### src/hw/rtl/rcfd_pkg.sv
// Shared types, constants and helper functions of the RC link frame decoder.
package rcfd_pkg;

    // Parameter defaults
    localparam int NUM_CHANNELS_DEF = 8;
    localparam int MAX_FRAME_DEF    = 64;

    // Frame layout
    localparam int PAYLOAD_BYTES = 22;
    localparam int PAYLOAD_BITS  = PAYLOAD_BYTES * 8;
    localparam int CHAN_BITS     = 11;
    localparam int CHAN_IDX_W    = 4;
    localparam int PULSE_W       = 12;
    localparam logic [7:0] GOOD_FRAME_SIZE = 8'(PAYLOAD_BYTES + 4);

    // CRC-8, polynomial 0xD5, no reflection
    localparam logic [7:0] CRC_POLY = 8'hD5;

    // Pulse conversion: ((v - CENTER) * 5) / 8 + MID
    localparam int PULSE_CENTER = 992;
    localparam int PULSE_MID    = 1500;

    // Configuration register indexes and reset values
    localparam int CFG_IDX_W = 2;
    localparam logic [CFG_IDX_W-1:0] CFG_FRAME_TYPE = 2'd0;
    localparam logic [CFG_IDX_W-1:0] CFG_MIN_PULSE  = 2'd1;
    localparam logic [CFG_IDX_W-1:0] CFG_MAX_PULSE  = 2'd2;
    localparam logic [7:0]           FRAME_TYPE_RST = 8'h16;
    localparam logic [PULSE_W-1:0]   MIN_PULSE_RST  = 12'd988;
    localparam logic [PULSE_W-1:0]   MAX_PULSE_RST  = 12'd2012;

    // Hand-off of a good frame from the byte parser to the channel emitter
    typedef struct packed {
        logic                    valid;
        logic [PAYLOAD_BITS-1:0] payload;
    } frame_load_t;

    // One byte step of the CRC-8
    function automatic logic [7:0] crc8_update(input logic [7:0] crc, input logic [7:0] b);
        logic [7:0] c;
        c = crc ^ b;
        for (int k = 0; k < 8; k++) begin
            c = c[7] ? ((c << 1) ^ CRC_POLY) : (c << 1);
        end
        return c;
    endfunction

endpackage

### src/hw/rtl/rcfd_frame_rx.sv
// Byte parser of the RC link frame decoder: framing, CRC check and payload capture.
module rcfd_frame_rx #(
    parameter int MAX_FRAME = rcfd_pkg::MAX_FRAME_DEF
) (
    input  logic                 aclk,
    input  logic                 aresetn,
    input  logic                 s_tvalid,
    output logic                 s_tready,
    input  logic [7:0]           s_tdata,
    input  logic [7:0]           frame_type,
    input  logic                 emit_busy,
    output rcfd_pkg::frame_load_t frame_load
);
    import rcfd_pkg::*;

    localparam logic [7:0] LEN_MIN = 8'd2;
    localparam logic [7:0] LEN_MAX = 8'(MAX_FRAME - 2);

    logic [7:0]              pos_reg, pos_next;
    logic [7:0]              size_reg, size_next;
    logic [7:0]              kind_reg, kind_next;
    logic [7:0]              crc_reg, crc_next;
    logic [PAYLOAD_BITS-1:0] payload_reg, payload_next;

    logic accept;
    logic in_body;
    logic at_crc;
    logic frame_ok;

    // Classify the current position in the frame
    assign in_body = (pos_reg >= 8'd2) && (({1'b0, pos_reg} + 9'd1) < {1'b0, size_reg});
    assign at_crc  = (pos_reg >= 8'd2) && !in_body;

    // Hold the final word of a frame while the emitter still drains the previous one
    assign s_tready = !(at_crc && emit_busy);
    assign accept   = s_tvalid && s_tready;

    assign frame_ok = (s_tdata == crc_reg) && (kind_reg == frame_type)
                   && (size_reg == GOOD_FRAME_SIZE);

    // Advance the frame parser on each accepted word
    always_comb begin
        pos_next     = pos_reg;
        size_next    = size_reg;
        kind_next    = kind_reg;
        crc_next     = crc_reg;
        payload_next = payload_reg;
        frame_load.valid   = 1'b0;
        frame_load.payload = payload_reg;
        if (accept) begin
            if (pos_reg == 8'd0) begin
                pos_next  = 8'd1;
                size_next = 8'd0;
            end else if (pos_reg == 8'd1) begin
                if (s_tdata < LEN_MIN || s_tdata > LEN_MAX) begin
                    pos_next = 8'd0;
                end else begin
                    size_next = s_tdata + 8'd2;
                    crc_next  = 8'd0;
                    pos_next  = 8'd2;
                end
            end else if (in_body) begin
                if (pos_reg == 8'd2) begin
                    kind_next = s_tdata;
                end else begin
                    // first payload byte ends up in the lowest bits
                    payload_next = {s_tdata, payload_reg[PAYLOAD_BITS-1:8]};
                end
                crc_next = crc8_update(crc_reg, s_tdata);
                pos_next = pos_reg + 8'd1;
            end else begin
                pos_next         = 8'd0;
                size_next        = 8'd0;
                frame_load.valid = frame_ok;
            end
        end
    end

    always_ff @(posedge aclk) begin
        if (!aresetn) begin
            pos_reg  <= 8'd0;
            size_reg <= 8'd0;
            kind_reg <= 8'd0;
            crc_reg  <= 8'd0;
        end else begin
            pos_reg  <= pos_next;
            size_reg <= size_next;
            kind_reg <= kind_next;
            crc_reg  <= crc_next;
        end
    end

    always_ff @(posedge aclk) begin
        payload_reg <= payload_next;
    end

`ifndef NO_ASSERTIONS
    // A frame is handed over only on an accepted final word
    assert property (@(posedge aclk) disable iff (!aresetn)
        frame_load.valid |-> (accept && at_crc && !emit_busy))
        else $error("frame load outside final word");

    // The parser never runs past the announced frame size
    assert property (@(posedge aclk) disable iff (!aresetn)
        (pos_reg >= 8'd2) |-> (pos_reg < size_reg))
        else $error("byte position beyond frame size");

    // An accepted final word always returns the parser to the address byte
    assert property (@(posedge aclk) disable iff (!aresetn)
        (accept && at_crc) |=> (pos_reg == 8'd0))
        else $error("parser did not return to idle");
`endif

endmodule

### src/hw/rtl/rcfd_chan_emit.sv
// Channel emitter of the RC link frame decoder: unpack, convert and saturate per channel.
module rcfd_chan_emit #(
    parameter int NUM_CHANNELS = rcfd_pkg::NUM_CHANNELS_DEF
) (
    input  logic                          aclk,
    input  logic                          aresetn,
    input  rcfd_pkg::frame_load_t         frame_load,
    input  logic [rcfd_pkg::PULSE_W-1:0]  min_pulse_us,
    input  logic [rcfd_pkg::PULSE_W-1:0]  max_pulse_us,
    output logic                          emit_busy,
    output logic                          m_tvalid,
    input  logic                          m_tready,
    output logic [31:0]                   m_tdata,
    output logic                          m_tlast
);
    import rcfd_pkg::*;

    localparam logic [CHAN_IDX_W-1:0] LAST_CH = CHAN_IDX_W'(NUM_CHANNELS - 1);

    logic [PAYLOAD_BITS-1:0] shadow_reg, shadow_next;
    logic [CHAN_IDX_W-1:0]   ch_reg, ch_next;
    logic                    active_reg, active_next;
    logic                    valid_reg, valid_next;
    logic [CHAN_IDX_W-1:0]   idx_reg, idx_next;
    logic [CHAN_BITS-1:0]    raw_reg, raw_next;
    logic [PULSE_W-1:0]      pulse_reg, pulse_next;
    logic                    last_reg, last_next;

    logic                     out_free;
    logic                     step;
    logic [CHAN_BITS-1:0]     raw;
    logic signed [15:0]       diff;
    logic signed [15:0]       scaled;
    logic signed [15:0]       quot;
    logic signed [15:0]       us;
    logic signed [15:0]       lo_s;
    logic signed [15:0]       hi_s;

    assign out_free  = !valid_reg || m_tready;
    assign step      = active_reg && out_free;
    assign emit_busy = active_reg;

    // Convert the current channel: times 5, divide by 8 toward zero, recenter, clamp
    assign raw    = shadow_reg[CHAN_BITS-1:0];
    assign diff   = $signed({5'b0, raw}) - 16'sd992;
    assign scaled = (diff <<< 2) + diff;
    assign quot   = scaled[15] ? ((scaled + 16'sd7) >>> 3) : (scaled >>> 3);
    assign us     = quot + 16'(PULSE_MID);
    assign lo_s   = $signed({4'b0, min_pulse_us});
    assign hi_s   = $signed({4'b0, max_pulse_us});

    always_comb begin
        if (us < lo_s) begin
            pulse_next = min_pulse_us;
        end else if (us > hi_s) begin
            pulse_next = max_pulse_us;
        end else begin
            pulse_next = us[PULSE_W-1:0];
        end
    end

    // Sequence channels into the output register
    always_comb begin
        shadow_next = shadow_reg;
        ch_next     = ch_reg;
        active_next = active_reg;
        valid_next  = valid_reg;
        idx_next    = idx_reg;
        raw_next    = raw_reg;
        last_next   = last_reg;
        if (step) begin
            valid_next  = 1'b1;
            idx_next    = ch_reg;
            raw_next    = raw;
            last_next   = (ch_reg == LAST_CH);
            shadow_next = {{CHAN_BITS{1'b0}}, shadow_reg[PAYLOAD_BITS-1:CHAN_BITS]};
            ch_next     = ch_reg + 1'b1;
            if (ch_reg == LAST_CH) begin
                active_next = 1'b0;
            end
        end else if (m_tready) begin
            valid_next = 1'b0;
        end
        // load a new frame; only arrives while idle
        if (frame_load.valid) begin
            shadow_next = frame_load.payload;
            ch_next     = '0;
            active_next = 1'b1;
        end
    end

    always_ff @(posedge aclk) begin
        if (!aresetn) begin
            active_reg <= 1'b0;
            valid_reg  <= 1'b0;
            ch_reg     <= '0;
        end else begin
            active_reg <= active_next;
            valid_reg  <= valid_next;
            ch_reg     <= ch_next;
        end
    end

    always_ff @(posedge aclk) begin
        shadow_reg <= shadow_next;
        idx_reg    <= idx_next;
        raw_reg    <= raw_next;
        last_reg   <= last_next;
        if (step) begin
            pulse_reg <= pulse_next;
        end
    end

    assign m_tvalid = valid_reg;
    assign m_tlast  = last_reg;
    assign m_tdata  = {5'b0, pulse_reg, raw_reg, idx_reg};

`ifndef NO_ASSERTIONS
    // A new frame never arrives while channels are still pending
    assert property (@(posedge aclk) disable iff (!aresetn)
        frame_load.valid |-> !active_reg)
        else $error("frame load while emitter busy");

    // The last word of a frame carries the last channel index
    assert property (@(posedge aclk) disable iff (!aresetn)
        (valid_reg && last_reg) |-> (idx_reg == LAST_CH))
        else $error("tlast on wrong channel");

    // Channel counter stays inside the configured channel count
    assert property (@(posedge aclk) disable iff (!aresetn)
        active_reg |-> (ch_reg <= LAST_CH))
        else $error("channel counter out of range");

    // Finishing the last channel ends the burst
    assert property (@(posedge aclk) disable iff (!aresetn)
        (step && ch_reg == LAST_CH && !frame_load.valid) |=> !active_reg)
        else $error("emitter did not stop after last channel");
`endif

endmodule

### src/hw/rtl/rc_link_channel_frame_decoder.sv
// Top level of the RC link frame decoder: configuration registers, parser and emitter.
//
//  channel   direction  ports                         payload
//  s_        in         s_tvalid/s_tready/s_tdata     rx_byte[7:0]
//  m_        out        m_tvalid/m_tready/m_tdata     channel_index, raw_value, pulse_us
//                       m_tlast                       last_channel
//  cfg_      in         cfg_valid/cfg_ready           cfg_index[1:0], cfg_data[11:0]
//
// The parser keeps up with one received word per clock while the CRC word is not held off.
// A good frame yields NUM_CHANNELS result words, one per cycle unless m_tready stalls
// the output; the CRC word sets the active flag, which then registers the first word.
// The CRC word of the next frame is held off while the emitter still has channels left.
// aresetn is synchronous and active low; it returns the parser to the address byte
// and loads the configuration reset values. cfg_ready is always high.
module rc_link_channel_frame_decoder #(
    parameter int NUM_CHANNELS = rcfd_pkg::NUM_CHANNELS_DEF,
    parameter int MAX_FRAME    = rcfd_pkg::MAX_FRAME_DEF
) (
    input  logic                            aclk,
    input  logic                            aresetn,
    // input words
    input  logic                            s_tvalid,
    output logic                            s_tready,
    input  logic [7:0]                      s_tdata,   // [7:0] rx_byte
    // result words
    output logic                            m_tvalid,
    input  logic                            m_tready,
    output logic [31:0]                     m_tdata,   // [3:0] channel_index,
                                                       // [14:4] raw_value,
                                                       // [26:15] pulse_us, rest zero
    output logic                            m_tlast,   // last_channel
    // configuration writes
    input  logic                            cfg_valid,
    output logic                            cfg_ready,
    input  logic [rcfd_pkg::CFG_IDX_W-1:0]  cfg_index,
    input  logic [11:0]                     cfg_data
);
    import rcfd_pkg::*;

    logic [7:0]         frame_type_reg;
    logic [PULSE_W-1:0] min_pulse_reg;
    logic [PULSE_W-1:0] max_pulse_reg;
    logic               emit_busy;
    frame_load_t        frame_load;

    assign cfg_ready = 1'b1;

    // Configuration registers
    always_ff @(posedge aclk) begin
        if (!aresetn) begin
            frame_type_reg <= FRAME_TYPE_RST;
            min_pulse_reg  <= MIN_PULSE_RST;
            max_pulse_reg  <= MAX_PULSE_RST;
        end else if (cfg_valid) begin
            case (cfg_index)
                CFG_FRAME_TYPE: frame_type_reg <= cfg_data[7:0];
                CFG_MIN_PULSE:  min_pulse_reg  <= cfg_data;
                CFG_MAX_PULSE:  max_pulse_reg  <= cfg_data;
                default: ;
            endcase
        end
    end

    rcfd_frame_rx #(
        .MAX_FRAME (MAX_FRAME)
    ) u_frame_rx (
        .aclk       (aclk),
        .aresetn    (aresetn),
        .s_tvalid   (s_tvalid),
        .s_tready   (s_tready),
        .s_tdata    (s_tdata),
        .frame_type (frame_type_reg),
        .emit_busy  (emit_busy),
        .frame_load (frame_load)
    );

    rcfd_chan_emit #(
        .NUM_CHANNELS (NUM_CHANNELS)
    ) u_chan_emit (
        .aclk         (aclk),
        .aresetn      (aresetn),
        .frame_load   (frame_load),
        .min_pulse_us (min_pulse_reg),
        .max_pulse_us (max_pulse_reg),
        .emit_busy    (emit_busy),
        .m_tvalid     (m_tvalid),
        .m_tready     (m_tready),
        .m_tdata      (m_tdata),
        .m_tlast      (m_tlast)
    );

endmodule

### config.mk
export PLATFORM = sky130hd
export DESIGN_NAME = rc_link_channel_frame_decoder
export DESIGN_NICKNAME = d
export VERILOG_FILES = /design/src/hw/rtl/rcfd_pkg.sv /design/src/hw/rtl/rcfd_frame_rx.sv /design/src/hw/rtl/rcfd_chan_emit.sv /design/src/hw/rtl/rc_link_channel_frame_decoder.sv
export SDC_FILE = /design/constraint.sdc
export NUM_CORES = 1
export LEC_CHECK = 0
export BUFFER_PORTS_ARGS = -buffer_cell sky130_fd_sc_hd__buf_2
export CORE_MARGIN = 3
export CORE_UTILIZATION = 60
export DETAILED_ROUTE_END_ITERATION = 8
export GPL_TIMING_DRIVEN = 0
export PLACE_DENSITY = 0.85
export SLEW_MARGIN = 0
export SYNTH_ARGS = -nofsm -noshare
export SYNTH_HDL_FRONTEND = slang
export SYNTH_SLANG_ARGS = --single-unit
### constraint.sdc
create_clock -name aclk -period 18.4 [get_ports aclk]
set_input_delay 1.84 -clock aclk [delete_from_list [all_inputs] [get_ports aclk]]
set_output_delay 1.84 -clock aclk [all_outputs]
set_load 0.05 [all_outputs]
==> results.toml <==
[timing]
clock_skew_ns = 0.0194
period_minus_slack_ns = 6.25
setup_ws_ns = 12.15
drv_slew = 0
finalCritPeriodShare_pct = 34.0
hold_violations = 0
finalSetupViolCount = 0
rsz0062_at_grt = "false"
clock.fmax_mhz = 160
relSlewSlack_pct = 22.8
timing.setup.tns_ns = 0
worst_pin_slew_ns = 1.15

[power_and_ir_drop]
ir_drop_v = 0.0000928
finalPower_uw = 2040
p_leak_uw = 0.00759
power_density_nw_per_um2 = 94.4

[floorplanning]
start_util_pct = 61.6
core_area_um2 = 31000
dieArea_um2 = 34000
core.rowCount = 64
die_h_um = 184
die_w_um = 184
ioPinCount = 63

[logic_synthesis]
ys_seq_area_share_pct = 67.1
ys_types = 89
async_flop_share_pct = 0
yosys_warnings = 0
syn_area_um2 = 19100
synth_area_per_cell_um2 = 15.2
synth_ff_type = "edfxtp_1"
synthCells = 1260
ys_ff_latch = 450
synth-edff-count = 380

[routing]
routed_wl_um = 34500
drc = 0
ant_nets = 0
drt-initial-drc-count = 828
detail_route.wl_per_cell_um = 19.0
vias = 10700
avgViaCountPerCell = 5.90
first_pass_iters = 6

[placement]
dp_hpwl_um = 23300
place_congestion = 0.855
dp_slack_ns = 12.30
dpl.cell_count = 1734
io_buffers = 55

[hold_path]
min_from = "u_frame_rx.payload_reg[102]"
whs_endpoint = "u_frame_rx.payload_reg[94]"
hp-class = "reg2reg"
worst_hold_path.num_cells = 0

[global_routing]
grtUsageTotal_pct = 20.6
antenna_found_initial = 1
overflow = 0
grt_pass1_vias = 10900
grt_pass1_wl_um = 55800
grt_max_degree = 71

[final_layout]
layout.cells.non_filler = 1814
fillers = 1895
drive_gt1_share_pct = 16.4
syn2layout_area_growth_pct = 13.2
fin_nets = 1460
diodes = 0

[setup_path]
reg2reg_slack_ns = 12.15
reg2reg_depth = 18
worstSetupPathType = "reg2reg"
critical_path.endpoint_type = "register"
worstReg2RegEnd = "u_chan_emit.pulse_reg[3]"
arrival_ns = 6.49
worstSetupStartpointType = "register"
crit_fanout = 10
r2r-start = "u_chan_emit.shadow_reg[7]"
critPathRequiredTime_ns = 18.64

[run_status]
status = "complete, no violations"

[clock_network]
cts_tree = "built"
post_cts_resized = 0
path_clk_slew_ns = 0.06
cts_sinks = 450
holdBufCountCts = 0
cts-root-buf = "clkbuf_16"
htree_levels = 2
cts_setup_buffers = 0
cts-buffers-inserted = 43
clk-insertion-delay-late_ns = 0.54
clk_path_buf_depth = 3

[run]
cap_violations = 0
## placed cells by master, fill, tap and decap left out, types with 19 or more instances in the layout
master	Yosys	final
a21oi_1	30	30
and2_1	19	19
buf_2	12	67
clkbuf_1	20	22
clkbuf_16	0	45
dfxtp_1	70	70
edfxtp_1	380	380
ha_1	49	49
inv_1	42	42
mux2_1	128	128
mux2_2	38	38
nand2_1	77	77
nand3_1	31	31
nor2_1	26	26
o211ai_1	19	19
o21ai_0	20	20
xnor2_1	41	41
xor2_1	20	20
## synth_stat cells (19+ instances only)
master | instances | share of area [%]
o211ai_1 | 19 | 0.75
edfxtp_1 | 380 | 60
nor2_1 | 26 | 0.51
ha_1 | 49 | 3.2
mux2_1 | 128 | 7.5
xor2_1 | 20 | 0.92
inv_1 | 42 | 0.83
nand3_1 | 31 | 0.81
and2_1 | 19 | 0.62
o21ai_0 | 20 | 0.52
mux2_2 | 38 | 2.2
a21oi_1 | 30 | 0.79
xnor2_1 | 41 | 1.9
nand2_1 | 77 | 1.5
clkbuf_1 | 20 | 0.39
dfxtp_1 | 70 | 7.3
## stage by stage
stage	hold slack, ns	utilization (%)	instance area (um^2)
2_1_floorplan	0.417	-	19100
3_3_place_gp	0.420	64.2	19900
3_5_place_dp	0.426	65.1	20200
4_1_cts	0.440	69.8	21600
5_1_grt	0.447	69.8	21600
6_report	0.441	69.8	21600
## worst max-delay path by stage
stage,start,slack [ns],cells after the start,end
floorplan,u_frame_rx.pos_reg[0],2.35,11,u_frame_rx.payload_reg[0]
global placement,u_frame_rx.pos_reg[0],-3.52,10,u_frame_rx.payload_reg[18]
detailed placement,u_chan_emit.shadow_reg[7],12.30,18,u_chan_emit.pulse_reg[3]
CTS,u_chan_emit.shadow_reg[7],12.29,18,u_chan_emit.pulse_reg[3]
global route,u_chan_emit.shadow_reg[7],11.86,18,u_chan_emit.pulse_reg[3]
finish,u_chan_emit.shadow_reg[7],12.15,18,u_chan_emit.pulse_reg[3]
## logic make-up (layout without fill, tap and decap cells)
logic type	after synthesis	in the layout	share of synthesized area [%]
adder cells (fa/ha/maj)	50	50	3.31
other	2	6	0.0393
buffers and inverters	94	248	2.31
flip-flops	450	450	67.1
XOR/XNOR	63	63	3.00
AO/OA/AOI/OAI	169	169	6.71
multiplexers	183	183	10.7
AND/OR/NAND/NOR	249	249	6.89
## report_power, final
| part | switching (uW) | total, uW | internal, uW |
|---|---|---|---|
| clock network | 375 | 895 | 521 |
| logic | 32.1 | 52.1 | 20.0 |
| registers | 2.39 | 1100 | 1090 |
## per-layer routing
layer	GRT usage, %	wire (um)	part of all wire, %
met1	26.2	14400	42
met4	6.71	907	2.6
met2	36.5	17700	51
met3	2.94	1530	4.4
met5	0	13	0.038
## worst max-delay path, stage by stage (launching register included)
cell and delay [ns]:
edfxtp_1 0.51, buf_4 0.22, nand3_1 0.10, xnor2_1 0.17
ha_1 0.44, nand4_1 0.21, or2_1 0.31, o311ai_1 0.81
and3_1 0.39, nand4_1 0.11, o21ai_0 0.36, xnor2_1 0.23
ha_1 0.30, o2111ai_1 0.15, a211oi_1 0.09, a2111oi_0 0.76
a21oi_1 0.35, nand2_1 0.27, o221ai_1 0.18
## cell type report
class	instances	area (um^2)	area share, %
Tap cell	396	495	2.29
Sequential cell	450	12800	59.2
Multi-Input combinational cell	720	5880	27.2
Clock buffer	48	1140	5.26
Buffer	52	284	1.31
Clock inverter	32	324	1.50
Timing Repair Buffer	74	541	2.50
Inverter	42	158	0.729
No activity file was read; power rests on OpenSTA's default activity.
